**config.mk**
```make
export PLATFORM = sky130hd
export DESIGN_NAME = atbp_affine
export DESIGN_NICKNAME = d
export VERILOG_FILES = /design/src/sv/atbp_pkg.sv /design/src/sv/atbp_affine.sv
export SDC_FILE = /design/constraint.sdc
export NUM_CORES = 2
export LEC_CHECK = 0
export BUFFER_PORTS_ARGS = -buffer_cell sky130_fd_sc_hd__buf_4
export CORE_ASPECT_RATIO = 0.5
export CORE_UTILIZATION = 63
export DETAILED_ROUTE_END_ITERATION = 12
export PLACE_DENSITY_LB_ADDON = 0.2
export SLEW_MARGIN = 40
export SYNTH_ARGS = -nofsm -noshare
export SYNTH_HDL_FRONTEND = slang
export SYNTH_SLANG_ARGS = --single-unit
```
**constraint.sdc**
```tcl
create_clock -name clk -period 6.55 [get_ports clk]
set_input_delay 0.3275 -clock clk [delete_from_list [all_inputs] [get_ports clk]]
set_output_delay 0.3275 -clock clk [all_outputs]
set_load 0.03 [all_outputs]
```
**src/sv/atbp_pkg.sv**
```systemverilog
// ----------------------------------------------------------------------------
// atbp_pkg: shared types and constants of the affine tile background
// Word formats, configuration layout and command / register codes.
// ----------------------------------------------------------------------------
package atbp_pkg;

	localparam int LINE_WIDTH = 256;
	localparam int BANK_AW    = 14;

	// command codes
	localparam logic CMD_WRITE  = 1'b0;
	localparam logic CMD_RENDER = 1'b1;

	// configuration register indexes
	localparam logic [2:0] CFG_MATRIX_A    = 3'd0;
	localparam logic [2:0] CFG_MATRIX_B    = 3'd1;
	localparam logic [2:0] CFG_MATRIX_C    = 3'd2;
	localparam logic [2:0] CFG_MATRIX_D    = 3'd3;
	localparam logic [2:0] CFG_SCROLL      = 3'd4;
	localparam logic [2:0] CFG_CENTER      = 3'd5;
	localparam logic [2:0] CFG_MODE        = 3'd6;
	localparam logic [2:0] CFG_LAYER_CODES = 3'd7;

	// repeat modes that treat the outside of the field specially
	localparam logic [1:0] REPEAT_TILE0 = 2'd2;
	localparam logic [1:0] REPEAT_CLIP  = 2'd3;

	localparam logic signed [9:0] ROW_FLIP_BASE = 10'sd223;

	typedef struct packed {
		logic        command;
		logic [14:0] address;
		logic [7:0]  data;
		logic [7:0]  line;
		logic [7:0]  column;
	} in_word_t;

	typedef struct packed {
		logic [7:0] screen_x;
		logic [7:0] color;
		logic [7:0] layer_code;
	} out_word_t;

	typedef struct packed {
		logic signed [15:0] matrix_a;
		logic signed [15:0] matrix_b;
		logic signed [15:0] matrix_c;
		logic signed [15:0] matrix_d;
		logic [31:0]        scroll_offsets;
		logic [31:0]        center_point;
		logic [4:0]         mode_flags;
		logic [23:0]        layer_codes;
	} cfg_t;

	// transformed word leaving the affine stages
	typedef struct packed {
		logic               vld;
		logic               command;
		logic [14:0]        address;
		logic [7:0]         data;
		logic [7:0]         column;
		logic signed [21:0] px;
		logic signed [21:0] py;
	} map_word_t;

endpackage

```
**src/sv/atbp_affine.sv**
```systemverilog
// ----------------------------------------------------------------------------
// atbp_affine: affine coordinate stages
// Three registered stages: offset terms, matrix products, sums and scaling.
// ----------------------------------------------------------------------------
module atbp_affine (
	input  logic                 clk,
	input  logic                 arst_n,
	input  logic                 in_vld,
	input  atbp_pkg::in_word_t   in_word,
	input  atbp_pkg::cfg_t       cfg,
	output atbp_pkg::map_word_t  map_word
);
	import atbp_pkg::*;

	logic signed [15:0] hofs, vofs, cx, cy;
	logic signed [16:0] hdiff, vdiff;
	logic signed [10:0] hclip, vclip;
	logic signed [9:0]  row_base;
	logic signed [11:0] row, colterm;
	logic signed [29:0] sum_x, sum_y;

	logic               vld_s1, vld_s2, vld_s3;
	logic               cmd_s1, cmd_s2, cmd_s3;
	logic [14:0]        addr_s1, addr_s2, addr_s3;
	logic [7:0]         data_s1, data_s2, data_s3;
	logic [7:0]         col_s1, col_s2, col_s3;
	logic signed [11:0] row_s1, colterm_s1;
	logic signed [27:0] pa_s2, pb_s2, pc_s2, pd_s2;
	logic signed [21:0] px_s3, py_s3;

	assign hofs = cfg.scroll_offsets[15:0];
	assign vofs = cfg.scroll_offsets[31:16];
	assign cx   = cfg.center_point[15:0];
	assign cy   = cfg.center_point[31:16];

	// 10-bit clip, sign from bit 13
	assign hdiff = {hofs[15], hofs} - {cx[15], cx};
	assign vdiff = {vofs[15], vofs} - {cy[15], cy};
	assign hclip = {hdiff[13], hdiff[9:0]};
	assign vclip = {vdiff[13], vdiff[9:0]};

	assign row_base = cfg.mode_flags[3] ? ROW_FLIP_BASE - signed'({2'b00, in_word.line})
	                                    : signed'({2'b00, in_word.line});
	assign row      = {{2{row_base[9]}}, row_base} + {vclip[10], vclip};
	assign colterm  = {hclip[10], hclip} + signed'({4'b0000, in_word.column});

	// floor(x / 256) is the top bits of the sum
	assign sum_x = {{2{pa_s2[27]}}, pa_s2} + {{2{pb_s2[27]}}, pb_s2}
	             + {{6{cx[15]}}, cx, 8'h00};
	assign sum_y = {{2{pc_s2[27]}}, pc_s2} + {{2{pd_s2[27]}}, pd_s2}
	             + {{6{cy[15]}}, cy, 8'h00};

	always_ff @(posedge clk or negedge arst_n) begin
		if (!arst_n) begin
			vld_s1 <= 1'b0;
			vld_s2 <= 1'b0;
			vld_s3 <= 1'b0;
		end else begin
			vld_s1 <= in_vld;
			vld_s2 <= vld_s1;
			vld_s3 <= vld_s2;
		end
	end

	always_ff @(posedge clk) begin
		cmd_s1     <= in_word.command;
		addr_s1    <= in_word.address;
		data_s1    <= in_word.data;
		col_s1     <= in_word.column;
		row_s1     <= row;
		colterm_s1 <= colterm;

		cmd_s2  <= cmd_s1;
		addr_s2 <= addr_s1;
		data_s2 <= data_s1;
		col_s2  <= col_s1;
		pa_s2   <= cfg.matrix_a * colterm_s1;
		pb_s2   <= cfg.matrix_b * row_s1;
		pc_s2   <= cfg.matrix_c * colterm_s1;
		pd_s2   <= cfg.matrix_d * row_s1;

		cmd_s3  <= cmd_s2;
		addr_s3 <= addr_s2;
		data_s3 <= data_s2;
		col_s3  <= col_s2;
		px_s3   <= sum_x[29:8];
		py_s3   <= sum_y[29:8];
	end

	assign map_word = '{vld: vld_s3, command: cmd_s3, address: addr_s3, data: data_s3,
	                    column: col_s3, px: px_s3, py: py_s3};

endmodule

```
; After elaboration in Yosys (flattened, before gate mapping)
; Index checks and enable logic that the tools add are counted.
[word_totals]
register_bits = 279
word_cells = 37
input_bits = 200
[op_classes]
addsub = 9
n_mux = 1
mul = 4
[op_table]
columns = operator, count
row1 = $mul A16 B12 Y28, 4
row2 = $add A29 B24 Y30, 2
row3 = $add A28 B28 Y29, 2
row4 = $sub A14 B14 Y14, 2
row5 = $add A10 B11 Y12, 1
row6 = $add A11 B9 Y12, 1
row7 = $mux W10, 1
row8 = $sub A8 B8 Y9 const A, 1

; Depth between registers and ports, before layout
[depth]
word_depth = 3
ltp_mapped = 23

; Worst setup path before layout
; No wires, ideal clock.
[synth_path]
path_type = register to register
start = register row_s1[11]
end = register pd_s2[26]
setup_slack_ps = 965
required_ps = 6432
period_less_slack_ps = 5585
stages_incl_launch_ff = 21
arrival_time_ps = 5467
cell_sequence = dfxtp_1 > clkinv_1 > clkbuf_1 > nor2_1 > fa_1 > fa_1 > fa_1 > fa_1 > inv_1 > fa_1 > inv_1 > ha_1 > nand2_1 > or4_1 > a21oi_1 > nor3_1 > nor4_1 > nor3_1 > o41ai_1 > a21oi_1 > xnor2_1
[synth_between]
elab_chain_len = 1
[synth_rtl]
columns = element, line_no
row1 = start: declaration, atbp_affine.sv:27  ; logic signed [11:0] row_s1, colterm_s1;
row2 = start signal: assignment, atbp_affine.sv:70  ; row_s1 <= row;
row3 = $mul A16 B12 Y28, atbp_affine.sv:80  ; pd_s2 <= cfg.matrix_d * row_s1;
row4 = end signal: assignment, atbp_affine.sv:80
row5 = end: declaration, atbp_affine.sv:28  ; logic signed [27:0] pa_s2, pb_s2, pc_s2, pd_s2;
; No other way between the ends.

; Final worst setup path
[layout_path]
start = register colterm_s1[6]
end = register pc_s2[27]
[layout_between]
elab_chain_len = 1
[layout_rtl]
columns = element, line_no
row1 = start: declaration, atbp_affine.sv:27
row2 = start signal: assignment, atbp_affine.sv:71  ; colterm_s1 <= colterm;
row3 = $mul A16 B12 Y28, atbp_affine.sv:79  ; pc_s2 <= cfg.matrix_c * colterm_s1;
row4 = end signal: assignment, atbp_affine.sv:79
row5 = end: declaration, atbp_affine.sv:28
; No other way between the ends.

==> key figures <==
Timing
  • Final Max Slew Viols: 0
  • Final hold violations: 0
  • Final Cycle Share: 95.4%
  • Clock skew: 0.0113 ns
  • Fmax: 160 MHz
  • Setup tns final: 0 ns
  • Worst slew margin: 49.0%
  • RSZ-0062 raised after global routing: no
  • # setup viols final: 0
  • Min cycle time layout: 6.25 ns
  • Worst Max-Slew Pin Slew: 0.763 ns

Critical path
  • Worst Path Arrival: 6.77 ns
  • Worst setup startpoint: colterm_s1[6]$_DFF_P_
  • Crit Path Max Fanout: 20
  • Worst R2R Start: colterm_s1[6]$_DFF_P_
  • CP endpoint kind: register
  • Critical Path Source Type: register
  • Worst Path Required: 7.06 ns
  • WS Path Type: reg2reg
  • Reg2reg end: pc_s2[27]$_DFF_P_
  • R2R cell count: 19
  • FF-to-FF setup slack: 0.30 ns

Routing
  • DRC: 0
  • Via count: 27000
  • DRT iter0 DRCs: 1604
  • DRT Wirelength: 87.5 mm
  • Antenna-violating nets left: 0
  • DRT Pass-1 Iters: 5
  • Vias/cell: 5.40
  • Drt wl/cell: 17.5 um

Logic synthesis
  • Seq/Total Area, Yosys: 14.9%
  • Syn nets: 5300
  • Proportion of synthesized area in mux cells: 0.0532%
  • Post-Synth Simple-Gate Area: 13.4%
  • Syn_area_per_cell: 9.43 um2
  • Yosys cell types: 63
  • Cells after synthesis: 3994
  • Largest family of logic cells by synthesized area: adder cells
  • Synthesized area: 37700 um2
  • Synth async-reset ratio: 1.08%
  • Synth Area in Compound Gates: 5.42%
  • Adder-cell area share of the yosys netlist: 51.8%
  • Post-Synth XOR/XNOR Area: 4.07%
  • Post-synthesis register bit count: 279
  • Number of synthesized flops with an enable pin: 0
  • YS warnings: 0
  • Ys flop type: dfxtp_1

Clocking
  • Root Driver: clkbuf_16
  • Post-CTS setup buffer count: 0
  • Clock-pin slew of the registers on the worst-case setup and hold paths: 0.07 ns
  • Max H-tree Level: 1
  • Clock buffer count from CTS: 28
  • Clock sink count: 279
  • CTS tree: done
  • Clk Latency, worst-skew pair: 0.60 ns
  • CTS max path bufs: 3

Place
  • Detailed-placement wirelength estimate: 71.0 mm
  • Placement-stage cell area: 40300 um2
  • PortBufs: 244
  • Routability congestion estimate from global placement: 0.928

Global route
  • Vias in the first global route: 28700
  • Grt total ovfl: 0
  • Largest net degree at the start of global routing: 33
  • Initial antenna violation count: 0
  • First-pass GRT wire length: 146 mm
  • GRT Total Usage: 30.4%

Floorplan
  • Die width: 348 um
  • Row count: 62
  • Total die area: 60800 um2
  • Die Y: 175 um
  • Initial core utilization: 64.7%
  • Core area: 58200 um2
  • # IOs: 277

Job
  • Max_cap viols: 0

Hold path
  • Hold Crit Class: in2async

Layout
  • Cell area after layout: 41700 um2
  • Antenna fix cells: 0
  • Seq. cell area: 5610 um2
  • FILL cells: 4355
  • Commonest non-fill, non-tap cells in the layout: inv_1 (899), fa_1 (756), nand2_1 (511)
  • P&R area growth vs syn: 10.6%
  • Area occupied by multi-input gates: 28200 um2
  • Nets: 5521
  • Proportion of layout cells with a drive suffix above 1: 8.52%
  • Most common cell after layout, fill and taps aside: inv_1

Status
  • Outcome: completed
per-stage QoR:
stage                     cells  setup WS, ns  util, %  hold slack, ns
after CTS                  5004         0.321     71.6          0.0235
after floorplan            3994         0.965        -          0.0319
after detailed placement   4919         0.353     69.4           0.119
after global routing       5004        0.0458     71.6          0.0589
after global placement     4919         0.418     69.4           0.117
final                      5004         0.299     71.6          0.0636
area by class of cell:
class,count,share of cell area [%]
multi-input combinational,2676,67.6
timing repair buffer,329,6.22
clock inverter,16,0.418
clock buffer,35,1.87
tap,768,2.31
inverter,901,8.12
sequential,279,13.5
cell families (layout without fill, tap and decap cells):
kind of cell	after synthesis	after routing
compound gates	313	313
xor+xnor	175	175
fa+ha+maj	1106	1106
buf+inv	1039	1281
flops	279	279
mux	2	2
simple gates	1080	1080
cells in the mapped netlist, types with 9 or more instances:
| library cell | number | share of area (%) |
|---|---|---|
| nand3_1 | 24 | 0.32 |
| a21boi_0 | 12 | 0.24 |
| and2_1 | 252 | 4.2 |
| a31oi_1 | 11 | 0.18 |
| a21o_1 | 34 | 0.68 |
| nor3_1 | 40 | 0.53 |
| and3_1 | 15 | 0.25 |
| a21oi_1 | 101 | 1.3 |
| xnor2_1 | 134 | 3.1 |
| a211oi_1 | 9 | 0.18 |
| nand2_1 | 511 | 5.1 |
| o21ai_0 | 58 | 0.77 |
| ha_1 | 350 | 12 |
| o21bai_1 | 14 | 0.28 |
| dfxtp_1 | 276 | 15 |
| or3_1 | 12 | 0.20 |
| xor2_1 | 41 | 0.95 |
| nor2_1 | 154 | 1.5 |
| nor2b_1 | 23 | 0.38 |
| nand2b_1 | 27 | 0.45 |
| fa_1 | 756 | 40 |
| o21a_1 | 26 | 0.52 |
| inv_1 | 899 | 9.0 |
| clkbuf_1 | 133 | 1.3 |
state kept, by name, indices dropped and copies added, names as in the netlist, 8 cells and up:
signal,count
col_s1,8
pb_s2,28
py_s3,22
pc_s2,28
data_s3,8
data_s1,8
px_s3,22
addr_s1,15
addr_s2,15
pa_s2,28
pd_s2,28
data_s2,8
col_s2,8
addr_s3,15
col_s3,8
colterm_s1,12
row_s1,12
worst max-delay path, stage by stage, from the launching register on:
cell and delay [ns]:
dfxtp_1 0.66, buf_4 0.39, nand2_1 0.13, fa_1 0.55, inv_1 0.05, fa_1 0.56
fa_1 0.46, fa_1 0.52, inv_1 0.06, fa_1 0.48, inv_1 0.06, ha_1 0.34
and2_1 0.20, o21a_1 0.17, a41o_1 0.24, o41ai_4 0.35, o211ai_2 0.14, or4_1 0.46
and3_1 0.19, a211oi_2 0.15
layer usage:
| metal | global-route usage [%] | routed length (um) |
|---|---|---|
| met1 | 42.8 | 38000 |
| met2 | 49.0 | 40100 |
| met4 | 6.63 | 1970 |
| met3 | 6.16 | 7460 |
| met5 | 0 | 0 |
repair_timing:
| action | 4_1_cts | 5_1_grt |
|---|---|---|
| resized for setup | 0 | 6 |
| hold endpoints to repair | 38 | 0 |
| hold buffers | 34 | 0 |
| setup endpoints to repair | 0 | 2 |
how the worst max path moves through the flow:
stage	to	slack [ns]	depth (start not counted)
2_1_floorplan	pd_s2[26]$_DFF_P_	0.96	20
3_3_place_gp	pb_s2[25]$_DFF_P_	0.42	22
3_5_place_dp	pb_s2[25]$_DFF_P_	0.35	22
4_1_cts	pc_s2[27]$_DFF_P_	0.32	19
5_1_grt	pa_s2[21]$_DFF_P_	0.05	21
6_report	pc_s2[27]$_DFF_P_	0.30	19
Power is left out: the tool's default activity adds up to more than one toggle a clock period on the data nets, which glitch-free logic cannot reach.
